[config.mk]
export PLATFORM = sky130hd
export DESIGN_NAME = min_metric_grant_arbiter
export DESIGN_NICKNAME = d
export VERILOG_FILES = /design/src/rtl/core/mmga_pkg.sv /design/src/rtl/core/mmga_cell.sv /design/src/rtl/core/mmga_ctrl.sv /design/src/rtl/core/min_metric_grant_arbiter.sv
export SDC_FILE = /design/constraint.sdc
export NUM_CORES = 2
export LEC_CHECK = 0
export BUFFER_PORTS_ARGS = -buffer_cell sky130_fd_sc_hd__buf_2
export CORE_ASPECT_RATIO = 0.9
export CORE_MARGIN = 2
export CORE_UTILIZATION = 60
export CTS_BUF_LIST = sky130_fd_sc_hd__clkbuf_16
export DETAILED_ROUTE_END_ITERATION = 6
export PLACE_DENSITY = 0.79
export SLEW_MARGIN = 25
export SYNTH_ARGS = -nofsm -noshare
export SYNTH_HDL_FRONTEND = slang
export SYNTH_SLANG_ARGS = --single-unit
[constraint.sdc]
create_clock -name clock -period 5.25 [get_ports clock]
set_clock_uncertainty 0.1 [all_clocks]
set_input_delay 0.2625 -clock clock [delete_from_list [all_inputs] [get_ports clock]]
set_output_delay 0.2625 -clock clock [all_outputs]
set_load 0.02 [all_outputs]
[src/rtl/core/mmga_pkg.sv]
`timescale 1ns / 1ps
// ----------------------------------------------------------------------------
// mmga_pkg
// Shared types, codes and constants of the min-metric grant arbiter.
// ----------------------------------------------------------------------------
package mmga_pkg;

   // fixed field widths
   localparam int ID_W            = 6;    // holds any requester index up to 63
   localparam int CNT_W           = 16;   // served counts and grant total
   localparam int TICK_W          = 32;   // arrival tick counter
   localparam int CSR_DATA_W      = 16;   // widest config register

   // parameter defaults and reset values
   localparam int NUM_REQUESTERS_DEF = 16;
   localparam int METRIC_BITS_DEF    = 32;
   localparam logic [CNT_W-1:0] SERVE_LIMIT_RST = 16'd100;

   // input operation codes
   typedef enum logic [1:0] {
      OP_TICK    = 2'd0,
      OP_REQUEST = 2'd1,
      OP_PICK    = 2'd2,
      OP_NOP     = 2'd3
   } op_type;

   // metric policy codes
   typedef enum logic [1:0] {
      POL_FEWEST  = 2'd0,
      POL_MOST    = 2'd1,
      POL_ARRIVAL = 2'd2,
      POL_FIXED   = 2'd3
   } policy_type;

   // config register indexes
   typedef enum logic [1:0] {
      CSR_POLICY      = 2'd0,
      CSR_PAIR_MODE   = 2'd1,
      CSR_SERVE_LIMIT = 2'd2
   } csr_type;

   // controller states
   typedef enum logic [1:0] {
      ST_IDLE,
      ST_SCAN,
      ST_GRANT
   } state_type;

   // command broadcast from the controller to every cell
   typedef struct packed {
      logic              wr;        // write a request metric
      logic [ID_W-1:0]   wr_id;
      logic              clr;       // clear the picked word to idle
      logic [ID_W-1:0]   pick_id;
      logic              inc_pick;  // count a grant for pick_id
      logic [ID_W-1:0]   held_id;
      logic              inc_held;  // count a grant for held_id
      policy_type        policy;
      logic [TICK_W-1:0] tick;
   } cmd_type;

endpackage

[src/rtl/core/mmga_cell.sv]
`timescale 1ns / 1ps
// ----------------------------------------------------------------------------
// mmga_cell
// One requester slot: priority word, served count and one stage of the
// running-minimum chain.
// ----------------------------------------------------------------------------
module mmga_cell import mmga_pkg::*; #(
   parameter int MetricBits = METRIC_BITS_DEF,
   parameter int Index      = 0
) (
   input  logic                  clock,
   input  logic                  reset,
   input  cmd_type               cmd,
   input  logic [MetricBits-1:0] best_word_in,
   input  logic [ID_W-1:0]       best_id_in,
   output logic [MetricBits-1:0] best_word_out,
   output logic [ID_W-1:0]       best_id_out
);

   localparam int CmpW = ((MetricBits > TICK_W) ? MetricBits : TICK_W) + 1;
   localparam logic [ID_W-1:0] MyId = ID_W'(Index);
   localparam logic [MetricBits-1:0] IdleWord = {MetricBits{1'b1}};

   logic [MetricBits-1:0] word_ff, word_in;
   logic [CNT_W-1:0]      count_ff, count_in;
   logic [MetricBits-1:0] best_word_ff;
   logic [ID_W-1:0]       best_id_ff;

   logic [CmpW-1:0] idle_ext, cnt_ext, raw, clamped, most, metric_full;
   logic [1:0]      inc_n;
   logic [CNT_W:0]  cnt_sum;

   // metric for a request, by policy
   always_comb begin
      idle_ext = CmpW'(IdleWord);
      cnt_ext  = CmpW'(count_ff);
      case (cmd.policy)
         POL_ARRIVAL: raw = CmpW'(cmd.tick) & idle_ext;
         POL_FIXED:   raw = CmpW'(MyId);
         default:     raw = cnt_ext;
      endcase
      clamped = (raw >= idle_ext) ? idle_ext - CmpW'(1) : raw;
      most    = (idle_ext > cnt_ext + CmpW'(1)) ? idle_ext - cnt_ext - CmpW'(1) : '0;
      metric_full = (cmd.policy == POL_MOST) ? most : clamped;
   end

   // word update: request write or clear on grant
   always_comb begin
      word_in = word_ff;
      if (cmd.wr && (cmd.wr_id == MyId)) begin
         word_in = metric_full[MetricBits-1:0];
      end else if (cmd.clr && (cmd.pick_id == MyId)) begin
         word_in = IdleWord;
      end
   end

   // saturating served count, up to two grants at once
   always_comb begin
      inc_n = {1'b0, (cmd.inc_pick && (cmd.pick_id == MyId))}
            + {1'b0, (cmd.inc_held && (cmd.held_id == MyId))};
      cnt_sum  = {1'b0, count_ff} + (CNT_W+1)'(inc_n);
      count_in = cnt_sum[CNT_W] ? {CNT_W{1'b1}} : cnt_sum[CNT_W-1:0];
   end

   always_ff @(posedge clock) begin
      if (reset) begin
         word_ff  <= IdleWord;
         count_ff <= '0;
      end else begin
         word_ff  <= word_in;
         count_ff <= count_in;
      end
   end

   // running minimum stage, lower index wins ties
   always_ff @(posedge clock) begin
      if (word_ff < best_word_in) begin
         best_word_ff <= word_ff;
         best_id_ff   <= MyId;
      end else begin
         best_word_ff <= best_word_in;
         best_id_ff   <= best_id_in;
      end
   end

   assign best_word_out = best_word_ff;
   assign best_id_out   = best_id_ff;

endmodule

[src/rtl/core/mmga_ctrl.sv]
`timescale 1ns / 1ps
// ----------------------------------------------------------------------------
// mmga_ctrl
// Sequencer: config registers, tick and grant totals, pair hold, scan wait
// and the result register.
// ----------------------------------------------------------------------------
module mmga_ctrl import mmga_pkg::*; #(
   parameter int NumRequesters = NUM_REQUESTERS_DEF,
   parameter int MetricBits    = METRIC_BITS_DEF
) (
   input  logic                  clock,
   input  logic                  reset,
   input  logic                  req_valid,
   output logic                  req_ready,
   input  logic [1:0]            req_operation,
   input  logic [3:0]            req_requester_id,
   output logic                  rsp_valid,
   input  logic                  rsp_ready,
   output logic [1:0]            rsp_grant_count,
   output logic [3:0]            rsp_first_id,
   output logic [3:0]            rsp_second_id,
   output logic                  rsp_done_res,
   input  logic                  csr_wr_en,
   input  logic [1:0]            csr_index,
   input  logic [CSR_DATA_W-1:0] csr_wdata,
   input  logic [MetricBits-1:0] tail_word,
   input  logic [ID_W-1:0]       tail_id,
   output cmd_type               cmd
);

   localparam logic [MetricBits-1:0] IdleWord = {MetricBits{1'b1}};
   localparam logic [ID_W-1:0] ScanLast = ID_W'(NumRequesters - 1);

   state_type         state_ff, state_in;
   logic [ID_W-1:0]   scan_cnt_ff, scan_cnt_in;
   policy_type        policy_ff;
   logic              pair_mode_ff;
   logic [CNT_W-1:0]  limit_ff;
   logic [TICK_W-1:0] tick_ff, tick_in;
   logic [CNT_W-1:0]  total_ff, total_in;
   logic              pend_ff, pend_in;
   logic [ID_W-1:0]   held_ff, held_in;
   logic              rsp_valid_ff;
   logic [1:0]        gcount_ff, gcount_in;
   logic [ID_W-1:0]   fid_ff, fid_in, sid_ff, sid_in;
   logic              done_ff, done_in;

   logic              out_free, accept, grant_fire, found, rsp_load;
   op_type            op;
   logic [CNT_W:0]    total_p2;

   assign op         = op_type'(req_operation);
   assign out_free   = !rsp_valid_ff || rsp_ready;
   assign req_ready  = (state_ff == ST_IDLE) && out_free;
   assign accept     = req_valid && req_ready;
   assign grant_fire = (state_ff == ST_GRANT) && out_free;
   assign found      = (tail_word != IdleWord) && (total_ff < limit_ff);
   assign total_p2   = {1'b0, total_ff} + (CNT_W+1)'(2);

   // next state
   always_comb begin
      state_in = state_ff;
      unique case (state_ff)
         ST_IDLE:  if (accept && (op == OP_PICK)) state_in = ST_SCAN;
         ST_SCAN:  if (scan_cnt_ff == '0) state_in = ST_GRANT;
         ST_GRANT: if (out_free) state_in = ST_IDLE;
         default:  state_in = ST_IDLE;
      endcase
   end

   // scan wait counter: chain settles one cell per cycle
   always_comb begin
      scan_cnt_in = scan_cnt_ff;
      if (accept && (op == OP_PICK)) begin
         scan_cnt_in = ScanLast;
      end else if ((state_ff == ST_SCAN) && (scan_cnt_ff != '0)) begin
         scan_cnt_in = scan_cnt_ff - ID_W'(1);
      end
   end

   // command, counters and result
   always_comb begin
      cmd          = '0;
      cmd.policy   = policy_ff;
      cmd.tick     = tick_ff;
      cmd.held_id  = held_ff;
      tick_in      = tick_ff;
      total_in     = total_ff;
      pend_in      = pend_ff;
      held_in      = held_ff;
      rsp_load     = 1'b0;
      gcount_in    = 2'd0;
      fid_in       = '0;
      sid_in       = '0;
      if (accept) begin
         case (op)
            OP_TICK: begin
               tick_in  = tick_ff + TICK_W'(1);
               rsp_load = 1'b1;
            end
            OP_REQUEST: begin
               if ((ID_W+1)'(req_requester_id) < (ID_W+1)'(NumRequesters)) begin
                  cmd.wr    = 1'b1;
                  cmd.wr_id = ID_W'(req_requester_id);
               end
               rsp_load = 1'b1;
            end
            OP_PICK: rsp_load = 1'b0;
            default: rsp_load = 1'b1;
         endcase
      end
      if (grant_fire) begin
         rsp_load = 1'b1;
         if (found) begin
            cmd.clr     = 1'b1;
            cmd.pick_id = tail_id;
            if (pend_ff) begin
               // complete the held pair
               cmd.inc_pick = 1'b1;
               cmd.inc_held = 1'b1;
               pend_in      = 1'b0;
               total_in     = total_p2[CNT_W] ? {CNT_W{1'b1}} : total_p2[CNT_W-1:0];
               gcount_in    = 2'd2;
               fid_in       = tail_id;
               sid_in       = held_ff;
            end else if (pair_mode_ff) begin
               pend_in = 1'b1;
               held_in = tail_id;
            end else begin
               cmd.inc_pick = 1'b1;
               total_in     = (total_ff == {CNT_W{1'b1}}) ? total_ff
                                                          : total_ff + CNT_W'(1);
               gcount_in    = 2'd1;
               fid_in       = tail_id;
            end
         end
      end
      done_in = (total_in >= limit_ff);
   end

   // control and arbitration state
   always_ff @(posedge clock) begin
      if (reset) begin
         state_ff     <= ST_IDLE;
         scan_cnt_ff  <= '0;
         tick_ff      <= '0;
         total_ff     <= '0;
         pend_ff      <= 1'b0;
         held_ff      <= '0;
         rsp_valid_ff <= 1'b0;
      end else begin
         state_ff    <= state_in;
         scan_cnt_ff <= scan_cnt_in;
         tick_ff     <= tick_in;
         total_ff    <= total_in;
         pend_ff     <= pend_in;
         held_ff     <= held_in;
         if (rsp_load) begin
            rsp_valid_ff <= 1'b1;
         end else if (rsp_ready) begin
            rsp_valid_ff <= 1'b0;
         end
      end
   end

   // result payload register
   always_ff @(posedge clock) begin
      if (rsp_load) begin
         gcount_ff <= gcount_in;
         fid_ff    <= fid_in;
         sid_ff    <= sid_in;
         done_ff   <= done_in;
      end
   end

   // config registers
   always_ff @(posedge clock) begin
      if (reset) begin
         policy_ff    <= POL_FEWEST;
         pair_mode_ff <= 1'b0;
         limit_ff     <= SERVE_LIMIT_RST;
      end else if (csr_wr_en) begin
         unique case (csr_type'(csr_index))
            CSR_POLICY:      policy_ff    <= policy_type'(csr_wdata[1:0]);
            CSR_PAIR_MODE:   pair_mode_ff <= csr_wdata[0];
            CSR_SERVE_LIMIT: limit_ff     <= csr_wdata[CNT_W-1:0];
            default:         limit_ff     <= limit_ff;
         endcase
      end
   end

   assign rsp_valid       = rsp_valid_ff;
   assign rsp_grant_count = gcount_ff;
   assign rsp_first_id    = fid_ff[3:0];
   assign rsp_second_id   = sid_ff[3:0];
   assign rsp_done_res    = done_ff;

`ifndef NO_ASSERTIONS
   // a pick always starts a full chain scan
   a_pick_scans: assert property (@(posedge clock) disable iff (reset)
      (accept && (op == OP_PICK)) |=> (state_ff == ST_SCAN))
      else $error("pick transfer did not start a scan");

   // a completed pair releases the held requester
   a_pair_release: assert property (@(posedge clock) disable iff (reset)
      (grant_fire && found && pend_ff) |=> !pend_ff)
      else $error("held requester not released after pair grant");

   // grant total never goes down outside reset
   a_total_mono: assert property (@(posedge clock) disable iff (reset)
      !$past(reset) |-> (total_ff >= $past(total_ff)))
      else $error("grant total decreased");

   // a held requester is always a real slot
   a_held_range: assert property (@(posedge clock) disable iff (reset)
      pend_ff |-> ((ID_W+1)'(held_ff) < (ID_W+1)'(NumRequesters)))
      else $error("held requester out of range");
`endif

endmodule

[src/rtl/core/min_metric_grant_arbiter.sv]
`timescale 1ns / 1ps
// ----------------------------------------------------------------------------
// min_metric_grant_arbiter
// Arbiter over a row of requester cells, granting the smallest metric.
// ----------------------------------------------------------------------------
// Usage: the req_ channel carries one operation per transfer: tick, request
// from req_requester_id, pick, or no operation. Every transfer yields exactly
// one rsp_ transfer with grant count, ids and the done flag. The csr_ port
// writes policy, pair mode and serve limit; the user writes it only while
// the block is idle, which the block does not enforce. Tick, request and
// no-operation items give their result in the cycle after the transfer and
// can follow each other every cycle while rsp_ready stays high. A pick
// scans while the running minimum ripples through the row, one cell per cycle.
// The result sits in an output register; a new item is taken while it waits
// if the receiver takes it in the same cycle. While rsp_ready is low with a
// result pending, req_ready stays low and nothing is lost.
// Reset sets every priority word idle, clears served counts, tick and grant
// totals and the pair hold, and loads the register defaults.
// ----------------------------------------------------------------------------
module min_metric_grant_arbiter import mmga_pkg::*; #(
   parameter int NumRequesters = NUM_REQUESTERS_DEF,
   parameter int MetricBits    = METRIC_BITS_DEF
) (
   input  logic                  clock,
   input  logic                  reset,
   input  logic                  req_valid,
   output logic                  req_ready,
   input  logic [1:0]            req_operation,
   input  logic [3:0]            req_requester_id,
   output logic                  rsp_valid,
   input  logic                  rsp_ready,
   output logic [1:0]            rsp_grant_count,
   output logic [3:0]            rsp_first_id,
   output logic [3:0]            rsp_second_id,
   output logic                  rsp_done_res,
   input  logic                  csr_wr_en,
   input  logic [1:0]            csr_index,
   input  logic [CSR_DATA_W-1:0] csr_wdata
);

   cmd_type               cmd;
   logic [MetricBits-1:0] chain_word [NumRequesters+1];
   logic [ID_W-1:0]       chain_id   [NumRequesters+1];

   // head of the chain starts from the idle word
   assign chain_word[0] = {MetricBits{1'b1}};
   assign chain_id[0]   = '0;

   // row of requester cells
   for (genvar gi = 0; gi < NumRequesters; gi++) begin : g_cell
      mmga_cell #(
         .MetricBits (MetricBits),
         .Index      (gi)
      ) u_cell (
         .clock         (clock),
         .reset         (reset),
         .cmd           (cmd),
         .best_word_in  (chain_word[gi]),
         .best_id_in    (chain_id[gi]),
         .best_word_out (chain_word[gi+1]),
         .best_id_out   (chain_id[gi+1])
      );
   end

   // sequencer and result register
   mmga_ctrl #(
      .NumRequesters (NumRequesters),
      .MetricBits    (MetricBits)
   ) u_ctrl (
      .clock            (clock),
      .reset            (reset),
      .req_valid        (req_valid),
      .req_ready        (req_ready),
      .req_operation    (req_operation),
      .req_requester_id (req_requester_id),
      .rsp_valid        (rsp_valid),
      .rsp_ready        (rsp_ready),
      .rsp_grant_count  (rsp_grant_count),
      .rsp_first_id     (rsp_first_id),
      .rsp_second_id    (rsp_second_id),
      .rsp_done_res     (rsp_done_res),
      .csr_wr_en        (csr_wr_en),
      .csr_index        (csr_index),
      .csr_wdata        (csr_wdata),
      .tail_word        (chain_word[NumRequesters]),
      .tail_id          (chain_id[NumRequesters]),
      .cmd              (cmd)
   );

endmodule

## After elaboration in Yosys (flattened, before gate mapping)

Cells that the tools add are included.

| word-level totals | value |
|---|---|
| output and inout port bits | 13 |
| logic and storage cells | 543 |
| bits of input ports | 29 |
| bits in registers | 1421 |

| cells by class | value |
|---|---|
| reductions and logical operators | 108 |
| equality and inequality tests | 59 |
| $lt $le $gt $ge | 50 |
| multiplexer cells | 160 |
| bitwise logic cells | 3 |
| add/sub/neg operators | 84 |

Operator list:

| kind | number |
|---|---|
| two-way mux 32 bit | 95 |
| case mux 32 bit (2 select lines) | 16 |
| greater-than comparator 32 x 33 -> 1 bit (first input constant) | 16 |
| >= comparator 32 bit (second input constant) | 16 |
| subtractor 32 x 1 -> 32 bit (second input constant) | 16 |
| subtractor 32 x 16 -> 32 bit (first input constant) | 16 |
| less-than comparator 32 bit | 15 |
| two-way mux 16 bit | 22 |
| adder 16 x 1 -> 17 bit (second input constant) | 16 |
| adder 16 x 2 -> 17 bit | 16 |
| == test 6 x 4 -> 1 bit (second input constant) | 16 |
| logical AND 1 bit | 70 |
| == test 6 x 3 -> 1 bit (second input constant) | 8 |
| nonzero test 2 bit | 18 |
| adder 1 x 1 -> 2 bit | 16 |
| adder 32 x 1 -> 32 bit (second input constant) | 1 |
| == test 4 bit (second input constant) | 8 |
| less-than comparator 32 bit (second input constant) | 1 |
| != test 32 bit (second input constant) | 1 |
| == test 6 x 2 -> 1 bit (second input constant) | 4 |
| zero test 6 bit | 4 |
| adder 16 x 2 -> 17 bit (second input constant) | 1 |
| adder 16 x 1 -> 16 bit (second input constant) | 1 |
| == test 16 bit (second input constant) | 1 |
| other kinds (27) | 70 |

## Depth between registers and ports, before layout

| depth | value |
|---|---|
| word-level depth | 9 |
| mapped depth | 21 |
| mapped depth without buffers | 19 |

## Hierarchy

A second synthesis with hierarchy kept.

| second synthesis, totals | value |
|---|---|
| cells, all modules | 9110 |
| area total of the unflattened synthesis | 79864.1 um^2 |

By module, submodules not included:

| module | cells each | times used | area an instance (um^2) | seq. area each (um^2) |
|---|---|---|---|---|
| mmga_ctrl | 653 | 1 | 5380.2 | 1991.9 |
| mmga_cell at g_cell[14].u_cell | 533 | 1 | 4697.0 | 1721.7 |
| mmga_cell at g_cell[2].u_cell | 524 | 1 | 4692.0 | 1721.7 |
| mmga_cell at g_cell[12].u_cell | 532 | 1 | 4685.7 | 1721.7 |
| mmga_cell at g_cell[1].u_cell | 534 | 1 | 4684.5 | 1721.7 |
| mmga_cell at g_cell[13].u_cell | 540 | 1 | 4679.5 | 1721.7 |
| mmga_cell at g_cell[11].u_cell | 535 | 1 | 4678.2 | 1721.7 |
| mmga_cell at g_cell[5].u_cell | 524 | 1 | 4670.7 | 1721.7 |
| mmga_cell at g_cell[10].u_cell | 528 | 1 | 4667.0 | 1721.7 |
| mmga_cell at g_cell[15].u_cell | 533 | 1 | 4665.7 | 1721.7 |
| mmga_cell at g_cell[3].u_cell | 526 | 1 | 4659.5 | 1721.7 |
| mmga_cell at g_cell[6].u_cell | 523 | 1 | 4635.7 | 1721.7 |
| mmga_cell at g_cell[9].u_cell | 531 | 1 | 4631.9 | 1721.7 |
| mmga_cell at g_cell[7].u_cell | 509 | 1 | 4628.2 | 1721.7 |
| 4 more rows | n/a | n/a | n/a | n/a |

## Worst setup path before layout

No wires, ideal clock.

| path | value |
|---|---|
| kind | flip-flop to flip-flop |
| start | reg u_ctrl.rsp_valid_ff, in the netlist u_ctrl.rsp_valid |
| end | reg g_cell[8].u_cell.count_ff[10] |
| data arrival time | 4.214 ns |
| period minus slack after synthesis | 4.384 ns |
| required time | 5.080 ns |
| library setup time | 0.070 ns |
| cell stages (with the launch flop) | 20 |
| slack | 0.866 ns |
| buffers on the path | 3 |
| path through | dfxtp_1 -> nor2b_1 -> buf_2 -> or4b_2 -> a21oi_1 -> o21a_1 -> and2_2 -> buf_4 -> nand2_1 -> or4_1 -> fa_1 -> inv_1 -> ha_1 -> nand4_1 -> nor2_1 -> nand3_1 -> nor2_1 -> nand3_1 -> clkbuf_1 -> a21oi_1 |

| between the ends | value |
|---|---|
| cells in the longest elaborated chain, start to end | 9 |
| elaborated cells on any way between the ends | 11 |
| those cells by class | 2 x add/sub; 1 x eq/ne; 3 x mux; 5 x reduce/logical |

Ends and longest elaborated chain:

| item | RTL line | text |
|---|---|---|
| start, declared | mmga_ctrl.sv:43 | `logic rsp_valid_ff;` |
| start signal, assigned | mmga_ctrl.sv:150 | `rsp_valid_ff <= 1'b0;` |
| start signal, assigned | mmga_ctrl.sv:159 | `rsp_valid_ff <= 1'b1;` |
| start signal, assigned | mmga_ctrl.sv:161 | `rsp_valid_ff <= 1'b0;` |
| zero test 1 bit (*) | mmga_ctrl.sv:53 | `assign out_free = !rsp_valid_ff \|\| rsp_ready;` |
| logical OR 1 bit (*) | mmga_ctrl.sv:53 |  |
| logical AND 1 bit (*) | mmga_ctrl.sv:56 | `assign grant_fire = (state_ff == ST_GRANT) && out_free;` |
| two-way mux 8 bit | mmga_ctrl.sv:112 | `if (grant_fire) begin` |
| == test 6 x 4 -> 1 bit | mmga_cell.sv:59 | `inc_n = {1'b0, (cmd.inc_pick && (cmd.pick_id == MyId))}` |
| logical AND 1 bit | mmga_cell.sv:59 |  |
| adder 1 x 1 -> 2 bit (*) | mmga_cell.sv:60 | `+ {1'b0, (cmd.inc_held && (cmd.held_id == MyId))};` |
| adder 16 x 2 -> 17 bit (*) | mmga_cell.sv:61 | `cnt_sum = {1'b0, count_ff} + (CNT_W+1)'(inc_n);` |
| two-way mux 16 bit (*) | mmga_cell.sv:62 | `count_in = cnt_sum[CNT_W] ? {CNT_W{1'b1}} : cnt_sum[CNT_W-1:0];` |
| end signal, assigned | mmga_cell.sv:71 | `count_ff <= count_in;` |
| end, declared | mmga_cell.sv:25 | `logic [CNT_W-1:0] count_ff, count_in;` |

Mark *: on every way between the ends. The rest lies on a longest branch, timed or not.
A chain may end at the register's enable or synchronous reset.

## Worst setup path after layout

| path | value |
|---|---|
| start | reg u_ctrl.total_ff[4] |
| end | reg g_cell[5].u_cell.count_ff[0] |

| between the ends | value |
|---|---|
| cells in the longest elaborated chain, start to end | 9 |
| elaborated cells on any way between the ends | 12 |
| those cells by class | 2 x add/sub; 1 x order compare; 1 x eq/ne; 5 x mux; 3 x reduce/logical |

Ends and longest elaborated chain:

| item | RTL line | text |
|---|---|---|
| start, declared | mmga_ctrl.sv:40 | `logic [CNT_W-1:0] total_ff, total_in;` |
| start signal, assigned | mmga_ctrl.sv:155 | `total_ff <= total_in;` |
| less-than comparator 16 bit (*) | mmga_ctrl.sv:57 | `assign found = (tail_word != IdleWord) && (total_ff < limit_ff);` |
| logical AND 1 bit (*) | mmga_ctrl.sv:57 |  |
| two-way mux 8 bit | mmga_ctrl.sv:114 | `if (found) begin` |
| two-way mux 8 bit | mmga_ctrl.sv:112 |  |
| == test 6 x 3 -> 1 bit | mmga_cell.sv:59 |  |
| logical AND 1 bit | mmga_cell.sv:59 |  |
| adder 1 x 1 -> 2 bit (*) | mmga_cell.sv:60 |  |
| adder 16 x 2 -> 17 bit (*) | mmga_cell.sv:61 |  |
| two-way mux 16 bit (*) | mmga_cell.sv:62 |  |
| end signal, assigned | mmga_cell.sv:71 |  |
| end, declared | mmga_cell.sv:25 |  |

Marked as above.

==> reports/qor_table.md <==
| Group | Metric | Reported |
|---|---|---|
| run status | Result of the run | finished, violations left |
| run status | Violated checks | design-rule violations |
| power and ir drop | Total power per unit cell area | 351.8 nW/um^2 |
| worst setup path | Worst setup endpoint | g_cell[5].u_cell.count_ff[0]$_SDFF_PP0_ |
| clock network | CTS Root Buffer Type | clkbuf_16 |
| yosys | Fraction of registers with async set/reset | 0 |
| clock network | Setup Buffers After CTS | 0 |
| detailed routing | Detailed-route vias per instance | 6.464 |
| clock network | Clock-pin slew on the worst setup and hold paths | 0.06 ns |
| detailed routing | Metal-1 WL | 89.56 mm |
| clock network | Deepest level of the CTS H-tree | 4 |
| placement | Worst slack at placement | 0.4610 ns |
| yosys | Number of enable-type register cells in the synthesized netlist | 11 |
| layout | Leading cell type in the layout, fill and taps excluded | dfxtp_1 |
| timing | Worst Hold Margin | 0.04575 ns |
| layout | Post-layout instance area | 76,860 um^2 |
| timing | Highest clock frequency the design can meet | 209.0 MHz |
| yosys | Cell accounting for the most synthesized area | dfxtp_1 |
| worst setup path | Origin of the worst setup path | u_ctrl.total_ff[4]$_SDFF_PP0_ |
| global route | Antenna violations before repair | 13 |
| timing | Sum of negative setup slack | 0 ns |
| timing | Slew @ Worst Pin | 1.328 ns |
| yosys | Post-synthesis mux area share | 0.08725 |
| clock network | TritonCTS clock tree | built |
| worst setup path | Endpoint of the lowest-slack register-to-register path | g_cell[5].u_cell.count_ff[0]$_SDFF_PP0_ |
| yosys | Sequential fraction of the synthesis area | 0.4033 |
| worst setup path | Arrival time at the worst endpoint | 5.38 ns |
| layout | Net count of the finished layout | 8,049 |
| yosys | Adder-Cell Fraction of Synth Area | 0.09870 |
| global route | Total routing resource utilization after global routing | 0.3487 |
| detailed routing | Top Metal Used | met5 |
| timing | Period utilisation layout | 0.9112 |
| yosys | Post-synthesis compound-gate area fraction | 0.1892 |
| worst setup path | RR Startpoint | u_ctrl.total_ff[4]$_SDFF_PP0_ |
| power and ir drop | Max rail drop VDD | 385.0 uV |
| layout | Synth-to-layout area growth | 8.534% |
| run | Max-cap violations | 0 |
| clock network | Worst skew pair latency | 0.80 ns |
| yosys | Synth cell types | 92 |
| worst setup path | Number of cells on the worst reg-to-reg path | 18 |
| yosys | Top area cells in the synthesized netlist | dfxtp_1 (40%), ha_1 (9.4%), mux2_2 (7.8%) |
| layout | Number of filler cells placed in the layout | 9,198 |
| yosys | Xor and xnor area share after synthesis | 0.03141 |
| floorplanning | Core Footprint | 117,000 um^2 |
| detailed routing | Remaining routing DRC violations | 10 |
| yosys | Count of state elements after synthesis | 1,421 |
| detailed routing | Met3 routed wirelength | 22.48 mm |
| detailed routing | Antenna Nets Post-Route | 0 |
| clock network | Count of clock tree sinks | 1,421 |
| timing | Min setup slack post-route | 0.4662 ns |
| worst setup path | Path type of the worst setup path | reg2reg |
| placement | DP HPWL | 153.2 mm |
| placement | Count of buffers from port buffering | 41 |
| detailed routing | Post-detailed-routing wire length | 217.0 mm |
| worst setup path | Startpoint type of the worst setup path | flop |
| yosys | Simple-gate share of the synthesized area | 0.1292 |
| yosys | Combinational family with the most area after synthesis | compound AO/OA/AOI/OAI gates |
| yosys | Synth Area per Inst | 9.190 um^2 |
| global route | Vias in the first global route | 55,970 |
| timing | Crit path time final | 4.784 ns |
| timing | Finish-stage setup viols | 0 |
| timing | Number of hold-slack violations in the final timing report | 0 |
| detailed routing | Routed length per placed instance | 23.66 um |
| detailed routing | WL met2 | 92.80 mm |
| worst setup path | Critical path endpoint category | flop |
| clock network | Maximum clock path buffer count | 3 |
| timing | Pins over their slew limit | 0 |
| floorplanning | Effective utilization at floorplan | 0.6051 |
| worst setup path | Maximum net fanout on the critical path | 13 |
| floorplanning | Number of placement rows | 119 |
| layout | Top library cells by usage in the layout, fill and taps aside | dfxtp_1 (1,408), inv_1 (587), a21oi_1 (579) |
| worst setup path | Internal reg-to-reg setup slack | 0.47 ns |
| global route | Global-route wire length before repair | 329.0 mm |
| floorplanning | Vertical extent of the die | 329.9 um |
| yosys | Number of nets produced by synthesis | 8,284 |
| global route | Gr ovfl total | 0 |
| placement | Routability congestion estimate from global placement | 1.015 |
| layout | End-of-flow core utilization | 0.6567 |
| yosys | Syn Inst Count | 7,706 |
| layout | Share of final-layout standard cells stronger than drive strength 1 | 0.1238 |
| yosys | Warnings, synthesis | 0 |
| detailed routing | Router iterations before antenna repair | 7 |
| floorplanning | Die area | 120,800 um^2 |
| floorplanning | Die Span X | 366.1 um |
| power and ir drop | Leakage dissipation | 0.03280 uW |
| placement | Post-Place Cell Area | 71,870 um^2 |
| timing | Relative max-transition margin | 0.1144 |
| yosys | Prevailing post-synth register cell | dfxtp_1 |
| floorplanning | Number of ports placed on the die boundary | 42 |
| global route | Pin count of the biggest net entering global routing | 160 |
| yosys | Cell area after synthesis | 70,820 um^2 |
| yosys | Post-synth top area share | 0.3986 |
| worst setup path | Worst EP required | 5.85 ns |
| worst hold path | Classification of the worst-slack hold path | in2reg |
| timing | Setup repair after global routing missed its margin | no |
| detailed routing | Initial detailed-routing violation count | 7,060 |
| clock network | TritonCTS Buffers | 144 |
| detailed routing | Via count | 59,310 |
-- final cells by class --
| type | count | area (um^2) | share of cell area |
|---|---|---|---|
| multi-input combinational | 5163 | 38150 | 0.4963 |
| sequential | 1421 | 28560 | 0.3717 |
| clock buffer | 147 | 3679 | 0.04786 |
| inverter | 564 | 2125 | 0.02764 |
| tap | 1573 | 1968 | 0.02561 |
| timing repair buffer | 177 | 1376 | 0.01791 |
| clock inverter | 110 | 950.9 | 0.01237 |
| antenna | 19 | 47.55 | 0.0006186 |
-- critical path, cell delays in order, from the launching register on --
cell and delay [ns]:
dfxtp_1 0.49, ha_1 0.30, a211oi_1 0.21, o21ai_0 0.11, a31oi_1 0.33, o21a_1 0.20
and2_2 0.16, nand2_1 0.20, inv_1 0.13, buf_4 0.18, nand2_1 0.15, or2_2 0.37
fa_1 0.42, inv_1 0.07, ha_1 0.24, nand3_1 0.20, nor2_1 0.23, nand2_1 0.36
a21oi_1 0.25
-- power breakdown --
group / switching (uW) / internal [uW]
Sequential: 193 / 11200
Combinational: 3180 / 2230
Clock: 4470 / 5790
Total: 7840 / 19200
-- registers in the layout, summed over array words and instances, names as in the netlist, 2 cells and up --
| signal | count |
|---|---|
| g_cell.u_cell.best_word_out | 512 |
| g_cell.u_cell.word_ff | 512 |
| g_cell.u_cell.count_ff | 256 |
| g_cell.u_cell.best_id_out | 49 |
| u_ctrl.tick_ff | 32 |
| u_ctrl.limit_ff | 16 |
| u_ctrl.total_ff | 16 |
| u_ctrl.scan_cnt_ff | 6 |
| u_ctrl.fid_ff | 4 |
| u_ctrl.held_ff | 4 |
| u_ctrl.sid_ff | 4 |
| u_ctrl.policy_ff | 2 |
| u_ctrl.rsp_grant_count | 2 |
| u_ctrl.state_ff | 2 |
-- timing repair --
item	4_1_cts	5_1_grt
hold buffers	28	0
endpoints found under the setup margin	0	2
endpoints found under the hold margin	76	0
gates resized for setup	0	1
-- through the flow --
step                std cells  power (uW)
global route             9157       27800
finish                   9174       27040
CTS                      9155       26990
detailed placement       8870       16880
floorplan                7706       15270
global placement         8869       16740
-- cell usage after synthesis (all sizes together), types with 69 or more instances --
master and count:
nor3 143, xor2 130, inv 564, mux2 490, nand2 395, o22ai 102
nor2 461, o22a 189, buf 92, clkbuf 466, a21o 81, xnor2 124
dfxtp 1410, nand3 207, and3 73, a31oi 78, and2 73, a21oi 583
ha 533, a2bb2oi 181, nand4 193, a211oi 69, o21ai 261, o32a 81
-- kinds of logic (layout without fill, tap and decap cells) --
kind of cell             after synthesis  in the layout
XOR/XNOR                             254            254
AND/OR/NAND/NOR                     1841           1841
other                                  0             19
flip-flops                          1421           1421
multiplexers                         556            556
buffers and inverters               1122            998
adder cells (fa/ha/maj)              549            549
AO/OA/AOI/OAI                       1963           1963
-- layer usage --
layer,global-route usage,up-vias
li1,-,27280
met2,0.5259,2951
met4,0.1914,10
met3,0.08877,686
met1,0.4585,28380
met5,0,-
-- worst min-delay path by stage --
| stage | start | endpoint | slack [ns] | cells past startpoint |
|---|---|---|---|---|
| finish | req_operation[0] | u_ctrl.state_ff[0]$_SDFFE_PP0P_ | 0.05 | 5 |
| global route | req_requester_id[3] | g_cell[10].u_cell.word_ff[16]$_SDFFE_PP1P_ | 0.05 | 4 |
| CTS | req_requester_id[3] | g_cell[10].u_cell.word_ff[16]$_SDFFE_PP1P_ | 0.002 | 4 |
| detailed placement | g_cell[0].u_cell.word_ff[28]$_SDFFE_PP1P_ | g_cell[0].u_cell.best_word_out[28]$_SDFF_PP1_ | 0.24 | 0 |
| global placement | g_cell[0].u_cell.word_ff[20]$_SDFFE_PP1P_ | g_cell[0].u_cell.best_word_out[20]$_SDFF_PP1_ | 0.23 | 0 |
| floorplan | g_cell[14].u_cell.best_id_out[0]$_SDFF_PN0_ | g_cell[15].u_cell.best_id_out[0]$_SDFF_PP1_ | 0.29 | 1 |
No activity file was read; power rests on OpenSTA's default activity.
